[src/hw/rtl/ppghr_pkg.sv]
// Package for the PPG heart-rate beat detector: widths, register indexes,
// controller states, command/status structs and small arithmetic helpers.
// No dependencies.
`default_nettype none

package ppghr_pkg;

   localparam int SAMPLE_WIDTH = 18;
   localparam int IR_W         = 18;
   localparam int DC_W         = SAMPLE_WIDTH + 8;
   localparam int AC_W         = SAMPLE_WIDTH + 1;
   localparam int MAG_W        = SAMPLE_WIDTH + 1;
   localparam int SLOPE_W      = SAMPLE_WIDTH + 2;
   localparam int THR_W        = SAMPLE_WIDTH + 2;
   localparam int LEVEL_W      = 16;
   localparam int LVL_CMP_W    = (MAG_W > LEVEL_W) ? MAG_W : LEVEL_W;
   localparam int MIN_INTV_W   = 8;
   localparam int INTV_W       = 10;
   localparam int COUNT_W      = 32;
   localparam int RATE_W       = 16;
   localparam int HR_W         = 8;
   localparam int CSR_IDX_W    = 2;
   localparam int CSR_DATA_W   = 16;
   localparam int QUOT_W       = 13;
   localparam int DIV_CNT_W    = $clog2(QUOT_W + 1);

   localparam logic [QUOT_W-1:0]     RATE_NUMERATOR = QUOT_W'(6000);
   localparam logic [MIN_INTV_W-1:0] MIN_INTV_RESET = MIN_INTV_W'(35);
   localparam logic [INTV_W-1:0]     MAX_INTV_RESET = INTV_W'(200);
   localparam logic [LEVEL_W-1:0]    LEVEL_RESET    = LEVEL_W'(25);
   localparam logic [THR_W-1:0]      THR_MAG_OFFSET   = THR_W'(8);
   localparam logic [THR_W-1:0]      SLOPE_LIM_OFFSET = THR_W'(4);

   typedef enum logic [CSR_IDX_W-1:0] {
      CSR_MIN_BEAT_INTERVAL = 2'd0,
      CSR_MAX_BEAT_INTERVAL = 2'd1,
      CSR_MIN_SIGNAL_LEVEL  = 2'd2
   } csr_index_type;

   typedef enum logic [3:0] {
      ST_IDLE,
      ST_FILTER,
      ST_AC,
      ST_AVG,
      ST_THR,
      ST_DETECT,
      ST_DIV_START,
      ST_DIV_WAIT,
      ST_RATE,
      ST_DONE
   } ctrl_state_type;

   typedef struct packed {
      logic load_sample;
      logic filter;
      logic ac;
      logic avg;
      logic thr;
      logic detect;
      logic div_start;
      logic rate;
      logic out_load;
   } ppghr_cmd_type;

   typedef struct packed {
      logic found;
      logic div_busy;
   } ppghr_sts_type;

   function automatic logic [SAMPLE_WIDTH-1:0] sample_of(input logic [IR_W-1:0] v);
      logic [SAMPLE_WIDTH+IR_W-1:0] t;
      t = {{SAMPLE_WIDTH{1'b0}}, v};
      return t[SAMPLE_WIDTH-1:0];
   endfunction

   function automatic logic [AC_W-1:0] mag_ac(input logic signed [AC_W-1:0] v);
      return v[AC_W-1] ? AC_W'(-v) : AC_W'(v);
   endfunction

   function automatic logic [AC_W:0] mag_diff(input logic signed [AC_W:0] v);
      return v[AC_W] ? (AC_W+1)'(-v) : (AC_W+1)'(v);
   endfunction

endpackage

`default_nettype wire

[src/hw/rtl/ppghr_ctrl.sv]
// Controller state machine of the PPG beat detector: sequences the datapath
// steps per request and owns the request/result handshake. Uses ppghr_pkg.
`default_nettype none

module ppghr_ctrl (
   input  wire logic                    clock,
   input  wire logic                    reset,
   input  wire logic                    req_valid,
   output logic                         req_stall,
   output logic                         rsp_valid,
   input  wire logic                    rsp_stall,
   input  wire ppghr_pkg::ppghr_sts_type sts,
   output ppghr_pkg::ppghr_cmd_type     cmd
);
   import ppghr_pkg::*;

   ctrl_state_type state_ff, state_in;
   logic           rsp_valid_ff, rsp_valid_in;
   logic           out_free;

   assign out_free  = !rsp_valid_ff || !rsp_stall;
   assign req_stall = (state_ff != ST_IDLE);
   assign rsp_valid = rsp_valid_ff;

   always_comb begin
      state_in = state_ff;
      unique case (state_ff)
         ST_IDLE:      if (req_valid) state_in = ST_FILTER;
         ST_FILTER:    state_in = ST_AC;
         ST_AC:        state_in = ST_AVG;
         ST_AVG:       state_in = ST_THR;
         ST_THR:       state_in = ST_DETECT;
         ST_DETECT:    state_in = sts.found ? ST_DIV_START : ST_DONE;
         ST_DIV_START: state_in = ST_DIV_WAIT;
         ST_DIV_WAIT:  if (!sts.div_busy) state_in = ST_RATE;
         ST_RATE:      state_in = ST_DONE;
         ST_DONE:      if (out_free) state_in = ST_IDLE;
         default:      state_in = ST_IDLE;
      endcase
   end

   always_comb begin
      cmd = '0;
      unique case (state_ff)
         ST_IDLE:      cmd.load_sample = req_valid;
         ST_FILTER:    cmd.filter      = 1'b1;
         ST_AC:        cmd.ac          = 1'b1;
         ST_AVG:       cmd.avg         = 1'b1;
         ST_THR:       cmd.thr         = 1'b1;
         ST_DETECT:    cmd.detect      = 1'b1;
         ST_DIV_START: cmd.div_start   = 1'b1;
         ST_DIV_WAIT:  cmd             = '0;
         ST_RATE:      cmd.rate        = 1'b1;
         ST_DONE:      cmd.out_load    = out_free;
         default:      cmd             = '0;
      endcase
   end

   always_comb begin
      rsp_valid_in = rsp_valid_ff && rsp_stall;
      if (cmd.out_load) rsp_valid_in = 1'b1;
   end

   always_ff @(posedge clock) begin
      if (reset) begin
         state_ff     <= ST_IDLE;
         rsp_valid_ff <= 1'b0;
      end else begin
         state_ff     <= state_in;
         rsp_valid_ff <= rsp_valid_in;
      end
   end

endmodule

`default_nettype wire

[src/hw/rtl/ppghr_div.sv]
// Restoring divider of the PPG beat detector: one quotient bit per cycle of
// the fixed rate numerator by the beat interval. Uses ppghr_pkg.
`default_nettype none

module ppghr_div (
   input  wire logic                           clock,
   input  wire logic                           reset,
   input  wire logic                           start,
   input  wire logic [ppghr_pkg::INTV_W-1:0]   divisor,
   output logic                                busy,
   output logic      [ppghr_pkg::QUOT_W-1:0]   quotient
);
   import ppghr_pkg::*;

   logic                 busy_ff, busy_in;
   logic [DIV_CNT_W-1:0] cnt_ff, cnt_in;
   logic [INTV_W-1:0]    rem_ff, rem_in;
   logic [INTV_W-1:0]    dvs_ff, dvs_in;
   logic [QUOT_W-1:0]    dvd_ff, dvd_in;
   logic [INTV_W:0]      trial;
   logic                 fits;

   assign trial    = {rem_ff, dvd_ff[QUOT_W-1]};
   assign fits     = (trial >= {1'b0, dvs_ff});
   assign busy     = busy_ff;
   assign quotient = dvd_ff;

   always_comb begin
      busy_in = busy_ff;
      cnt_in  = cnt_ff;
      rem_in  = rem_ff;
      dvs_in  = dvs_ff;
      dvd_in  = dvd_ff;
      if (start) begin
         busy_in = 1'b1;
         cnt_in  = DIV_CNT_W'(QUOT_W);
         rem_in  = '0;
         dvs_in  = divisor;
         dvd_in  = RATE_NUMERATOR;
      end else if (busy_ff) begin
         rem_in  = fits ? INTV_W'(trial - {1'b0, dvs_ff}) : trial[INTV_W-1:0];
         dvd_in  = {dvd_ff[QUOT_W-2:0], fits};
         cnt_in  = cnt_ff - DIV_CNT_W'(1);
         busy_in = (cnt_ff != DIV_CNT_W'(1));
      end
   end

   always_ff @(posedge clock) begin
      if (reset) begin
         busy_ff <= 1'b0;
         cnt_ff  <= '0;
      end else begin
         busy_ff <= busy_in;
         cnt_ff  <= cnt_in;
      end
   end

   always_ff @(posedge clock) begin
      rem_ff <= rem_in;
      dvs_ff <= dvs_in;
      dvd_ff <= dvd_in;
   end

endmodule

`default_nettype wire

[src/hw/rtl/ppghr_dp.sv]
// Datapath of the PPG beat detector: DC removal, magnitude and slope averages,
// thresholds, peak gating, interval check, rate smoothing and result register.
// Uses ppghr_pkg and ppghr_div.
`default_nettype none

module ppghr_dp (
   input  wire logic                              clock,
   input  wire logic                              reset,
   input  wire ppghr_pkg::ppghr_cmd_type          cmd,
   output ppghr_pkg::ppghr_sts_type               sts,
   input  wire logic      [ppghr_pkg::IR_W-1:0]   req_ir_sample,
   input  wire logic                              csr_we,
   input  wire logic      [ppghr_pkg::CSR_IDX_W-1:0]  csr_index,
   input  wire logic      [ppghr_pkg::CSR_DATA_W-1:0] csr_wdata,
   output logic                                   rsp_beat_found,
   output logic           [ppghr_pkg::HR_W-1:0]   rsp_heart_rate
);
   import ppghr_pkg::*;

   // configuration
   logic [MIN_INTV_W-1:0] min_intv_ff;
   logic [INTV_W-1:0]     max_intv_ff;
   logic [LEVEL_W-1:0]    level_ff;

   // per-request working registers
   logic [SAMPLE_WIDTH-1:0]  sample_ff;
   logic signed [AC_W-1:0]   x_ff, x_in;
   logic [THR_W-1:0]         thr_mag_ff, thr_mag_in;
   logic [THR_W-1:0]         slope_lim_ff, slope_lim_in;
   logic [AC_W-1:0]          abs_p_ff;
   logic [AC_W:0]            abs_ppd_ff, abs_pxd_ff;
   logic                     peak_ff, peak_in;
   logic                     level_ok_ff, level_ok_in;
   logic                     intv_ok_ff, intv_ok_in;
   logic [INTV_W-1:0]        divisor_ff;
   logic                     found_ff;
   logic [HR_W-1:0]          rate_out_ff;
   logic                     rsp_found_ff;
   logic [HR_W-1:0]          rsp_rate_ff;

   // detector state
   logic [DC_W-1:0]          dc_ff, dc_in;
   logic signed [AC_W-1:0]   last_ac_ff, older_ac_ff;
   logic [MAG_W-1:0]         mavg_ff, mavg_in;
   logic [SLOPE_W-1:0]       savg_ff, savg_in;
   logic                     armed_ff, armed_in;
   logic [COUNT_W-1:0]       count_ff;
   logic [COUNT_W-1:0]       last_beat_ff;
   logic [RATE_W-1:0]        rate_sm_ff, rate_sm_in;
   logic                     seeded_ff;

   // combinational helpers
   logic [DC_W-1:0]          target, dc_seed;
   logic signed [DC_W:0]     dc_diff, dc_sum;
   logic signed [AC_W:0]     dx, d_ppd, d_pxd;
   logic [COUNT_W-1:0]       ds;
   logic [MAG_W+1:0]         mavg_x3;
   logic                     gate, armed_after;
   logic [QUOT_W-1:0]        bpm;
   logic                     div_busy;

   ppghr_div u_div (
      .clock    (clock),
      .reset    (reset),
      .start    (cmd.div_start),
      .divisor  (divisor_ff),
      .busy     (div_busy),
      .quotient (bpm)
   );

   // DC level
   always_comb begin
      target  = {sample_ff, 8'b0};
      dc_seed = (dc_ff == '0) ? target : dc_ff;
      dc_diff = $signed({1'b0, target}) - $signed({1'b0, dc_seed});
      dc_sum  = $signed({1'b0, dc_seed}) + (dc_diff >>> 5);
      dc_in   = dc_sum[DC_W-1:0];
   end

   assign x_in = $signed({1'b0, sample_ff}) - $signed({1'b0, dc_ff[DC_W-1:8]});

   // averages
   always_comb begin
      dx      = $signed({x_ff[AC_W-1], x_ff}) - $signed({last_ac_ff[AC_W-1], last_ac_ff});
      mavg_in = mavg_ff - (mavg_ff >> 4) + MAG_W'(mag_ac(x_ff) >> 4);
      savg_in = savg_ff - (savg_ff >> 4) + SLOPE_W'(mag_diff(dx) >> 4);
   end

   // thresholds, peak shape and interval
   always_comb begin
      mavg_x3      = {2'b0, mavg_ff} + {1'b0, mavg_ff, 1'b0};
      thr_mag_in   = THR_W'(mavg_x3 >> 2) + THR_MAG_OFFSET;
      slope_lim_in = THR_W'(savg_ff >> 1) + SLOPE_LIM_OFFSET;
      d_ppd        = $signed({last_ac_ff[AC_W-1], last_ac_ff})
                   - $signed({older_ac_ff[AC_W-1], older_ac_ff});
      d_pxd        = $signed({last_ac_ff[AC_W-1], last_ac_ff})
                   - $signed({x_ff[AC_W-1], x_ff});
      peak_in      = ((last_ac_ff > older_ac_ff) && (last_ac_ff > x_ff))
                  || ((last_ac_ff < older_ac_ff) && (last_ac_ff < x_ff));
      level_ok_in  = (LVL_CMP_W'(mavg_ff) > LVL_CMP_W'(level_ff));
      ds           = count_ff - last_beat_ff;
      intv_ok_in   = (last_beat_ff != '0) && (ds != '0)
                  && (ds >= COUNT_W'(min_intv_ff)) && (ds <= COUNT_W'(max_intv_ff));
   end

   // beat decision and re-arm
   always_comb begin
      gate = armed_ff && level_ok_ff && peak_ff
          && ({1'b0, abs_p_ff} > thr_mag_ff)
          && (abs_ppd_ff > slope_lim_ff)
          && (abs_pxd_ff > slope_lim_ff);
      armed_after = gate ? 1'b0 : armed_ff;
      armed_in    = armed_after || ({1'b0, abs_p_ff} < (thr_mag_ff >> 2));
   end

   assign sts.found    = gate && intv_ok_ff;
   assign sts.div_busy = div_busy;

   // rate smoothing
   always_comb begin
      if (seeded_ff) begin
         rate_sm_in = rate_sm_ff - (rate_sm_ff >> 2) + {bpm[9:0], 6'b0};
      end else begin
         rate_sm_in = {bpm[7:0], 8'b0};
      end
   end

   always_ff @(posedge clock) begin
      if (reset) begin
         min_intv_ff <= MIN_INTV_RESET;
         max_intv_ff <= MAX_INTV_RESET;
         level_ff    <= LEVEL_RESET;
      end else if (csr_we) begin
         unique case (csr_index)
            CSR_MIN_BEAT_INTERVAL: min_intv_ff <= csr_wdata[MIN_INTV_W-1:0];
            CSR_MAX_BEAT_INTERVAL: max_intv_ff <= csr_wdata[INTV_W-1:0];
            CSR_MIN_SIGNAL_LEVEL:  level_ff    <= csr_wdata[LEVEL_W-1:0];
            default: ;
         endcase
      end
   end

   always_ff @(posedge clock) begin
      if (reset) begin
         dc_ff        <= '0;
         last_ac_ff   <= '0;
         older_ac_ff  <= '0;
         mavg_ff      <= '0;
         savg_ff      <= '0;
         armed_ff     <= 1'b1;
         count_ff     <= '0;
         last_beat_ff <= '0;
         rate_sm_ff   <= '0;
         seeded_ff    <= 1'b0;
      end else begin
         if (cmd.filter) dc_ff <= dc_in;
         if (cmd.avg) begin
            mavg_ff  <= mavg_in;
            savg_ff  <= savg_in;
            count_ff <= count_ff + COUNT_W'(1);
         end
         if (cmd.detect) begin
            if (gate) last_beat_ff <= count_ff;
            armed_ff    <= armed_in;
            older_ac_ff <= last_ac_ff;
            last_ac_ff  <= x_ff;
         end
         if (cmd.rate) begin
            rate_sm_ff <= rate_sm_in;
            seeded_ff  <= 1'b1;
         end
      end
   end

   always_ff @(posedge clock) begin
      if (cmd.load_sample) sample_ff <= sample_of(req_ir_sample);
      if (cmd.ac) x_ff <= x_in;
      if (cmd.thr) begin
         thr_mag_ff   <= thr_mag_in;
         slope_lim_ff <= slope_lim_in;
         abs_p_ff     <= mag_ac(last_ac_ff);
         abs_ppd_ff   <= mag_diff(d_ppd);
         abs_pxd_ff   <= mag_diff(d_pxd);
         peak_ff      <= peak_in;
         level_ok_ff  <= level_ok_in;
         intv_ok_ff   <= intv_ok_in;
         divisor_ff   <= ds[INTV_W-1:0];
      end
      if (cmd.detect) begin
         found_ff    <= gate && intv_ok_ff;
         rate_out_ff <= '0;
      end
      if (cmd.rate) rate_out_ff <= rate_sm_in[RATE_W-1 -: HR_W];
      if (cmd.out_load) begin
         rsp_found_ff <= found_ff;
         rsp_rate_ff  <= rate_out_ff;
      end
   end

   assign rsp_beat_found = rsp_found_ff;
   assign rsp_heart_rate = rsp_rate_ff;

endmodule

`default_nettype wire

[src/hw/rtl/ppg_heart_rate_beat_detector.sv]
// Top level of the PPG beat detector and heart-rate estimator.
// Joins the controller (ppghr_ctrl) and the datapath (ppghr_dp). Uses ppghr_pkg.
//
//   port group   direction   handshake            payload
//   req_         in          req_valid/req_stall  ir_sample
//   rsp_         out         rsp_valid/rsp_stall  beat_found, heart_rate
//   csr_         in          csr_we               csr_index, csr_wdata
//
// Until its result is in the output register a request holds req_stall; it passes the
// filter, AC, average, threshold and detect steps, and a beat with a valid interval adds
// the serial divider, one quotient bit per cycle (13 bits), and the rate step.
// Synchronous active-high reset restores the register defaults and detector state.
// A new request is taken while an earlier result still waits under rsp_stall.
`default_nettype none

module ppg_heart_rate_beat_detector (
   input  wire logic                                  clock,
   input  wire logic                                  reset,
   input  wire logic                                  req_valid,
   output logic                                       req_stall,
   input  wire logic [ppghr_pkg::IR_W-1:0]            req_ir_sample,
   output logic                                       rsp_valid,
   input  wire logic                                  rsp_stall,
   output logic                                       rsp_beat_found,
   output logic      [ppghr_pkg::HR_W-1:0]            rsp_heart_rate,
   input  wire logic                                  csr_we,
   input  wire logic [ppghr_pkg::CSR_IDX_W-1:0]       csr_index,
   input  wire logic [ppghr_pkg::CSR_DATA_W-1:0]      csr_wdata
);
   import ppghr_pkg::*;

   ppghr_cmd_type cmd;
   ppghr_sts_type sts;

   ppghr_ctrl u_ctrl (
      .clock     (clock),
      .reset     (reset),
      .req_valid (req_valid),
      .req_stall (req_stall),
      .rsp_valid (rsp_valid),
      .rsp_stall (rsp_stall),
      .sts       (sts),
      .cmd       (cmd)
   );

   ppghr_dp u_dp (
      .clock          (clock),
      .reset          (reset),
      .cmd            (cmd),
      .sts            (sts),
      .req_ir_sample  (req_ir_sample),
      .csr_we         (csr_we),
      .csr_index      (csr_index),
      .csr_wdata      (csr_wdata),
      .rsp_beat_found (rsp_beat_found),
      .rsp_heart_rate (rsp_heart_rate)
   );

endmodule

`default_nettype wire
[config.mk]
export PLATFORM = sky130hd
export DESIGN_NAME = ppg_heart_rate_beat_detector
export DESIGN_NICKNAME = d
export VERILOG_FILES = /design/src/hw/rtl/ppghr_pkg.sv /design/src/hw/rtl/ppghr_ctrl.sv /design/src/hw/rtl/ppghr_div.sv /design/src/hw/rtl/ppghr_dp.sv /design/src/hw/rtl/ppg_heart_rate_beat_detector.sv
export SDC_FILE = /design/constraint.sdc
export NUM_CORES = 1
export LEC_CHECK = 0
export BUFFER_PORTS_ARGS = -buffer_cell sky130_fd_sc_hd__buf_2
export CORE_MARGIN = 4
export CORE_UTILIZATION = 60
export DETAILED_ROUTE_END_ITERATION = 16
export PLACE_DENSITY = 0.77
export SLEW_MARGIN = 20
export SYNTH_ARGS = -nofsm -noshare
export SYNTH_HDL_FRONTEND = slang
export SYNTH_SLANG_ARGS = --single-unit
[constraint.sdc]
create_clock -name clock -period 11.4 [get_ports clock]
set_clock_uncertainty 0.15 [all_clocks]
set_input_delay 3.42 -clock clock [delete_from_list [all_inputs] [get_ports clock]]
set_output_delay 3.42 -clock clock [all_outputs]
set_load 0.1 [all_outputs]
Word level (Yosys, flattened, before mapping) --
Index checks and enable logic that the tools add are counted.
Cells by class: $add $sub $neg 24, reduce and logical (&&, ||, !) cells 31, equality and inequality tests 15, $lt $le $gt $ge 12, mux-type cells 30
Operators with widths (number):
- $reduce_bool 32->1 | 2
- $neg 20->20 | 3
- $sub 19x19->20 | 3
- $mux 19 | 3
- $gt 20x20->1 | 2
- $pmux 4 s10 | 1
- $gt 19x19->1 | 2
- $lt 19x19->1 | 2
- $neg 19->19 | 2
- $add 32x1->32 const B | 1
- $ge 32x8->1 | 1
- $le 32x10->1 | 1
- $sub 32x32->32 | 1
- $sub 26x26->27 | 1
- $add 26x22->26 | 1
- $logic_not 26->1 | 1
- $mux 26 | 1
- $mux 4 | 6
- $add 19x20->21 | 1
- $add 19x3->20 const B | 1
- $add 19x4->20 const B | 1
- $add 20x16->20 | 1
- $gt 19x20->1 | 1
- $mux 20 | 1
- other kinds (35) | 72
Storage, ports and cells: logic and storage cells 151, output and inout port bits 11, input port bits 41, bits in registers 429

Longest topological paths before layout --
Gate-level depths: netlist of the first run.
depth after elaboration 8, gate-level depth with buffers 28

Hierarchy --
A second synthesis of the first run with hierarchy kept.
Unflattened totals: cells, all modules 3688, area, all modules 32558.7 µm²
By module, submodules not included:
- ppghr_dp | cells each 3426, times used 1, area each 30105.1 µm², seq. area each 9399.0 µm²
- ppghr_div | cells each 210, times used 1, area each 2078.2 µm², seq. area each 860.8 µm²
- ppghr_ctrl | cells each 52, times used 1, area each 375.4 µm², seq. area each 100.1 µm²

Worst setup path after synthesis of the first run --
No wires, ideal clock.
path type reg2reg, start register u_ctrl.state_ff[2], end register u_dp.abs_p_ff[0] (enable), data arrival time 8214 ps, path buffers 1, setup time 720 ps, path slack 2316 ps, stages on the path, launching flop included 4, period minus slack after synthesis 9084 ps, cells stage by stage dfxtp_1 -> clkbuf_1 -> nand2b_1 -> nor3_1
Between the ends: word-level cells in the longest chain between the ends 2
Ends and longest elaborated chain:
- from (decl) | RTL line ppghr_ctrl.sv:17 | ctrl_state_type state_ff, state_in;
- from (signal assigned) | RTL line ppghr_ctrl.sv:69 | state_ff <= state_in;
- $eq 4x3->1 | RTL line ppghr_ctrl.sv:44 | unique case (state_ff)
- $mux 1 | RTL line ppghr_ctrl.sv:44
- to (signal assigned) | RTL line ppghr_dp.sv:181 | abs_p_ff <= mag_ac(last_ac_ff);
- to (decl) | RTL line ppghr_dp.sv:30 | logic [AC_W-1:0] abs_p_ff;
No other way between the ends. A chain may end at the register's enable or synchronous reset.

Worst setup path after layout of the first run --
start register u_dp.dc_ff[1], end register u_dp.dc_ff[24]
Between the ends: word-level cells in the longest chain between the ends 4
Ends and longest elaborated chain:
- from (decl) | RTL line ppghr_dp.sv:42 | logic [DC_W-1:0] dc_ff, dc_in;
- from (signal assigned) | RTL line ppghr_dp.sv:156 | if (cmd.filter) dc_ff <= dc_in;
- $logic_not 26->1 | RTL line ppghr_dp.sv:74 | dc_seed = (dc_ff == '0) ? target : dc_ff;
- $mux 26 (*) | RTL line ppghr_dp.sv:74
- $sub 26x26->27 | RTL line ppghr_dp.sv:75 | dc_diff = $signed({1'b0, target}) - $signed({1'b0, dc_seed});
- $add 26x22->26 (*) | RTL line ppghr_dp.sv:76 | dc_sum = $signed({1'b0, dc_seed}) + (dc_diff >>> 5);
Every way passes the cells marked *; elsewhere a longest branch is shown, timed or not.

==> results.md, run 1 <==
- Antenna violations before repair: 2
- CTS Root Cell: clkbuf_16
- Gr usage total: 26.92%
- Antenna Nets Post-Route: 0
- Vias post-DR: about 27k
- Cell variety after synth: 88
- Commonest non-fill, non-tap cells in the layout: nand2_1, inv_1, ha_1
- Mean routed wirelength per cell: ~17 um
- Synth Flop Type: dfxtp_1
- Max Transition Viols Final: 0
- Final setup viols: 0
- Most common cell after layout, fill and taps aside: nand2_1
- Post-DP HPWL: between 60000 and 70000 um
- Worst-Margin Slew: between 1000 and 1500 ps
- Ant. Diodes: 0
- Synth Area in Simple Gates: between 10% and 20%
- Minimum clock period: 6898 ps
- RSZ-0062 raised after global routing: false
- Seq/Total Area, Yosys: 31.90%
- Power per Cell Area: just over 200 nW/um^2
- CTS tree: yes
- Initial Utilization: around three fifths
- # hold bufs at CTS: 0
- GR Layer Usage met2: 43.63%
- Boundary Pins: 52
- Setup_tns: 0 ps
- Mux cell area share after synthesis: about 1.2%
- Met3 usage: between 3 and 4%
- Worst ir drop on vdd: around 270 uV
- Synth Instances: ~3.8k
- Max Root-Sink Buffers: 3
- Global route hottest layer: met2
- Clk_lat worst skew: just under 600 ps
- Synth top area share: 16.37%
- TritonRoute pass-1 iters: 5
- Synth Net Count: roughly 4.3k
- Avg Vias per Cell: between 5 and 6
- Min-Delay Path Class: register to register
- Slew headroom: 29.55%
- P_leak: approximately 14 nW
- Final worst-path cycle share: approximately three fifths
- Clock-pin slew on the worst setup and hold paths: about 50 ps
- Share of layout cells above drive strength 1: approximately 5.3%
- Final hold vios: 0
- Fraction of registers with async set/reset: 0%
- Worst setup EP type: register
- Post-Synth Adder-Cell Area: ~17%
- Final net count: ~4.3k
- Largest net degree at the start of global routing: roughly 80
- Post-synth EDFFs: approximately 180
- Synthesis Warnings: 0
- FMAX: between 0.1 and 0.15 GHz
- Worst Path Max Fanout: 18
- Routability cong.: 0.9786
- Top post-synthesis cells by area: edfxtp_1, dfxtp_1, ha_1
- FF+latch count, synth: ~430
- CP required: approximately 12000 ps
- DRC: 0
- First-pass GRT wire length: between 100000 and 150000 um
- Largest family of logic cells by synthesized area: compound AO/OA/AOI/OAI gates
- Cts bufs inserted: 48
- Die extent in x: between 200 and 250 um
- H-tree depth: 2
- PostCTS Resize Cnt: 0
- Setup CP Type: register to register
- Tightest hold margin: about 270 ps
- Setup crit start kind: register
- Vias in the first global route: 25.13k
- Synth Cell Area: 32470 sq um
- Cell taking the most area after synthesis: edfxtp_1
- Total grt overflow: 0
- CP Data Arrival Time: between 7000 and 8000 ps
- Max-cap violations: 0
- Mean post-synth cell area: ~8.5 sq um
- Post-CTS setup buffers: 0
- Outcome: completed
- Port bufs: between 50 and 60
- Synth Area in Compound Gates: 18.21%
- Synth Area in XOR/XNOR: 7.579%
- Total Wirelength: approximately 79000 um
- CTS sink count: 429
- Area grow syn2layout: 7.479%
- Die Height: about 240 um
- Core footprint: 53710 sq um
- Row count: 85
- Met1 usage: around 37%
- DRT iter0 DRCs: between 1.5k and 2k
- Die area: 57910 sq um
==> final cells by class <==
class	count	area, sq um
repair buffers	71	411.6
well taps	696	870.8
fillers	4577	18810
clock buffers	68	1359
flip-flops and latches	429	10360
inverters	397	1490
multi-input cells	2884	20210
clock inverters	22	198.9
==> final timing paths <==
check	start	slack [ps]	to	cells past startpoint
setup / recovery	u_dp.dc_ff[1]	4500	u_dp.dc_ff[24]	25
hold / removal	u_dp.rate_out_ff[6]	270	u_dp.rsp_heart_rate[6]	0
setup reg to reg	u_dp.dc_ff[1]	4500	u_dp.dc_ff[24]	25
hold reg to reg	u_dp.rate_out_ff[6]	270	u_dp.rsp_heart_rate[6]	0
==> synth_stat cells (all sizes together) (17+ instances only) <==
cell type,instances
o21ai,164
and2,17
o21bai,18
nor2b,51
clkbuf,117
mux2i,32
nor4,46
nand2,422
and3,33
xnor2,207
or3,25
inv,394
nand3,111
a21oi,344
or2,28
dfxtp,252
fa,48
a31oi,33
nor2,261
xor2,74
nand4,41
nor3,72
o21a,39
edfxtp,177
o31ai,31
ha,364
a211oi,38
o211ai,36
nand3b,17
nand2b,36
a21o,81
==> report_power, final <==
group | total (mW) | switching, mW | internal (mW)
Sequential | 1.89 | 0.142 | 1.75
Combinational | 3.63 | 2.06 | 1.57
Clock | 1.53 | 0.632 | 0.900
==> worst max-delay path: stages, from the launching register on <==
cell and delay, ps:
dfxtp_1 350, nor4_1 440, nand2_1 220, nor3_2 900
a21oi_1 230, ha_1 390, a21o_1 210, a21oi_1 180
a31oi_1 170, a221o_1 390, o21ai_0 210, nor2b_1 240
nor2b_1 90, o21a_1 190, nor2_1 120, xnor2_1 130
ha_1 270, and4_1 190, nand2b_1 70, nor3b_1 240
a31oi_1 150, o41ai_1 450, o21ai_0 260, a31oi_1 240
xor2_1 170, o31ai_1 90
==> logic make-up (layout without fill, tap and decap cells) <==
logic type,count (synthesis),count (layout)
xor gates and xnor gates,281,281
adders and majority gates,412,412
AOI/OAI and AO/OA,932,932
buffers and inverters,518,558
DFF,429,429
and+or+nand+nor,1221,1221
muxes,38,38
==> metal layers <==
metal  routed length (um)  up-vias
li1                     -    13527
met1                36320    12676
met2                36050      639
met3                 3936      160
met4                 2750        2
met5                   13        -
==> sequential cells by signal (all words and copies together) (netlist names), 13 cells and up <==
name / flops
u_dp.abs_p_ff: 19
u_dp.x_ff: 19
u_dp.abs_pxd_ff: 20
u_dp.dc_ff: 26
u_dp.level_ff: 16
u_dp.savg_ff: 20
u_dp.slope_lim_ff: 20
u_dp.u_div.quotient: 13
u_dp.sample_ff: 18
u_dp.last_ac_ff: 19
u_dp.last_beat_ff: 32
u_dp.older_ac_ff: 19
u_dp.mavg_ff: 19
u_dp.thr_mag_ff: 20
u_dp.abs_ppd_ff: 20
u_dp.rate_sm_ff: 16
u_dp.count_ff: 32
==> through the flow <==
step / setup slack (ps) / area (sq um) / instances / util [%] / power [mW]
final: 4502 / 34900 / 4567 / 64.98 / 7.050
after global routing: 3841 / 34900 / 4567 / 64.98 / 7.610
after CTS: 4597 / 34890 / 4567 / 64.97 / 7.040
after detailed placement: 4682 / 33340 / 4477 / 62.07 / 5.480
after global placement: 4687 / 33340 / 4477 / 62.07 / 5.427
after floorplan: 2316 / 32470 / 3831 / - / 4.782
(Power assumes the default switching activity.)
==> inputs of run 2 (changes only) <==
--- a/config.mk
+++ b/config.mk
@@ -7,9 +7,9 @@
 export LEC_CHECK = 0
 export BUFFER_PORTS_ARGS = -buffer_cell sky130_fd_sc_hd__buf_2
 export CORE_MARGIN = 4
-export CORE_UTILIZATION = 60
+export CORE_UTILIZATION = 59
 export DETAILED_ROUTE_END_ITERATION = 16
-export PLACE_DENSITY = 0.77
+export PLACE_DENSITY = 0.78
 export SLEW_MARGIN = 20
 export SYNTH_ARGS = -nofsm -noshare
 export SYNTH_HDL_FRONTEND = slang
==> constraint.sdc (replaced) <==
create_clock -name clock -period 6 [get_ports clock]
set_clock_uncertainty 0.15 [all_clocks]
set_input_delay 1.8 -clock clock [delete_from_list [all_inputs] [get_ports clock]]
set_output_delay 1.8 -clock clock [all_outputs]
set_load 0.1 [all_outputs]
==> run 2 against run 1 <==
  * Combinational power rose by 100%
  * Setup slack got worse by 4200 ps
  * Die area rose by 1.6%
  * Clock power rose by 120%
  * Critical path depth fell by 3
  * Critical path type unchanged
  * Non-clock buffer count rose by 45
  * First-iteration DRC count rose by 10%
  * Worst hold slack improved by 0.94 ps
  * Largest power group unchanged
  * Sequential share of layout area fell by 0.59 points
  * Largest cell class unchanged
  * Total power rose by 100%
  * Flip-flop and latch count did not move
==> results.md, run 2 (synthesized netlist as in run 1, its figures left out) <==
- Ant. Diodes: 0 (unchanged)
- Minimum clock period: 5667 ps (was 6898 ps)
- Tightest hold margin: 268.7 ps (was 267.7 ps)
- Worst setup EP type: register (unchanged)
- Boundary Pins: 52 (unchanged)
- CTS Root Cell: clkbuf_16 (unchanged)
- Setup CP Type: register to register (unchanged)
- Antenna Nets Post-Route: 0 (unchanged)
- Worst Path Max Fanout: 4 (was 18)
- Top Registers: u_dp.count_ff: 32 flops, u_dp.last_beat_ff: 32 flops, u_dp.dc_ff: 26 flops (unchanged)
- Outcome: completed (unchanged)
- # hold bufs at CTS: 0 (unchanged)
- Post-route setup slack: 332.7 ps (was 4502 ps)
- Final setup viols: 0 (unchanged)
- DRT iter0 DRCs: 2115 (was 1919)
- FMAX: 0.1765 GHz (was 0.1450 GHz)
- Setup WS pre-CTS: 25.39 ps (was 4682 ps)
- Mean routed wirelength per cell: 17.57 um (was 17.31 um)
- Worst path max stage delay: 450 ps (was 900 ps)
- Post-DP HPWL: 61050 um (was 60600 um)
- Area grow syn2layout: 9.675% (was 7.479%)
- Largest net degree at the start of global routing: 177 (was 81)
- CP bufs+invs: 1 (was 0)
- Worst-path cell chain: inv_1 > ha_1 > fa_1 > nor2b_1 > o21ai_1 > a21oi_1 > o31ai_1 > o21ai_0 > xor2_1 > nor2_1 > nand4_1 > nor4_1 > nor4_1 > fa_1 > ha_1 > or2_2 > a21oi_1 > o21bai_1 > o211ai_1 > a21oi_1 > xnor2_1 > a211oi_1
- Vias post-DR: 27.42k (was 27.00k)
- CP Data Arrival Time: 6020 ps (was 7180 ps)
- Area occupied by registers: 10360 sq um (unchanged)
- Initial Utilization: 59.99% (was 60.46%)
- Final net count: 4329 (was 4284)
- Reg2reg setup slack: 330 ps (was 4500 ps)
- Area occupied by multi-input gates: 20330 sq um (was 20210 sq um)
- Setup crit start kind: register (unchanged)
- Critical Path Slowest Stage Cell: nor4_1 (was nor3_2)
- H-tree depth: 2 (unchanged)
- Core footprint: 54130 sq um (was 53710 sq um)
- Row count: 85 (unchanged)
- Die Height: 242.6 um (was 240.6 um)
- Final worst-path cycle share: 94.46% (was 60.51%)
- Max Transition Viols Final: 0 (unchanged)
- CTS tree: yes (unchanged)
- Cts bufs inserted: 48 (unchanged)
- Worst ir drop on vdd: 457.5 uV (was 265.1 uV)
- Total Wirelength: 81040 um (was 79070 um)
- Clk_lat worst skew: 590 ps (about the same)
- Vias in the first global route: 25.77k (was 25.13k)
- First-pass GRT wire length: 131900 um (was 128100 um)
- Routability cong.: 1.018 (was 0.9786)
- P_leak: 14.81 nW (was 14.44 nW)
- Gr usage total: 26.69% (was 26.92%)
- Fillcell total: 4417 (was 4577)
- Die extent in x: 242.6 um (was 240.6 um)
- Final hold vios: 0 (unchanged)
- Die area: 58850 sq um (was 57910 sq um)
- Max Root-Sink Buffers: 3 (unchanged)
- Max-cap violations: 0 (unchanged)
- Clock-pin slew on the worst setup and hold paths: 60 ps (was 50 ps)
- Share of layout cells above drive strength 1: 7.201% (was 5.296%)
- Port bufs: 51 (unchanged)
- Antenna violations before repair: 2 (unchanged)
- Worst-Margin Slew: 1033 ps (was 1051 ps)
- Top delay family on crit path: compound AO/OA/AOI/OAI gates (unchanged)
- Min-Delay Path Class: register to register (unchanged)
- Crit path top cell by count: a21oi_1 (was a31oi_1)
- DRC: 0 (unchanged)
- TritonRoute pass-1 iters: 7 (was 5)
- Final Power: 14.14 mW (was 7.050 mW)
- Total grt overflow: 0 (unchanged)
- CP required: 6360 ps (was 11680 ps)
- Power per Cell Area: 397.1 nW/um^2 (was 202.0 nW/um^2)
- Avg Vias per Cell: 5.944 (was 5.913)
- Slew headroom: 30.81% (was 29.55%)
- CTS sink count: 429 (unchanged)
- Commonest non-fill, non-tap cells in the layout: nand2_1, inv_1, ha_1 (unchanged)
- Most common cell after layout, fill and taps aside: nand2_1 (unchanged)
[run 2: cell count changes in the layout (fill, tap and decap cells not counted), moves of 3 or more]
cell       previous run  this run
clkbuf_16            50        53
o31ai_2               0         3
o31ai_1              31        28
a31oi_2               0         3
clkinv_1              9         4
o21ai_0             162       158
nor4_1               44        40
buf_4                20        64
clkbuf_1             14         8
bufinv_16             3         9
a31oi_1              33        30
o21ai_1               2         5
nor4_2                1         5
[run 2: metrics by stage]
step | instances | utilization (%) | setup TNS (ps) | cell area (sq um)
floorplan | 3831 | - | 0 | 32480
global placement | 4520 | 62.21 | 0 | 33680
detailed placement | 4520 | 62.22 | 0 | 33680
CTS | 4610 | 65.55 | 0 | 35490
global route | 4612 | 65.79 | -84.80 | 35610
finish | 4612 | 65.79 | 0 | 35610
[run 2: final timing paths]
| path | start | endpoint | cells after the start |
|---|---|---|---|
| worst max-delay path | u_dp.x_ff[0] | u_dp.savg_ff[19] | 22 |
| worst min-delay path | u_dp.rate_out_ff[0] | u_dp.rsp_heart_rate[0] | 0 |
| worst max register to register | u_dp.x_ff[0] | u_dp.savg_ff[19] | 22 |
| worst min register to register | u_dp.rate_out_ff[0] | u_dp.rsp_heart_rate[0] | 0 |
[run 2: what timing repair did]
action / 4_1_cts / 5_1_grt
pin swaps: 0 / 7
setup endpoints to repair: 1 / 16
resized for setup: 1 / 27
setup buffers: 0 / 2
[run 2: report_power, final]
| group | total, mW | internal, mW | switching (mW) |
|---|---|---|---|
| Clock | 3.32 | 2.05 | 1.27 |
| Combinational | 7.25 | 3.15 | 4.10 |
| Sequential | 3.58 | 3.32 | 0.254 |
[run 2: cell type report]
cell class / count / share of cell area (%)
clock buffers: 65 / 3.963
clock inverters: 25 / 1.082
inverters: 397 / 4.184
multi-input cells: 2884 / 57.10
flip-flops and latches: 429 / 29.09
well taps: 696 / 2.445
repair buffers: 116 / 2.140
[run 2: per-layer routing]
metal	routed length, um	track usage, %	vias up
li1	-	-	13614
met1	37140	37.14	12854
met2	36950	43.97	794
met3	4600	3.046	152
met4	2347	8.216	2
met5	13	0	-
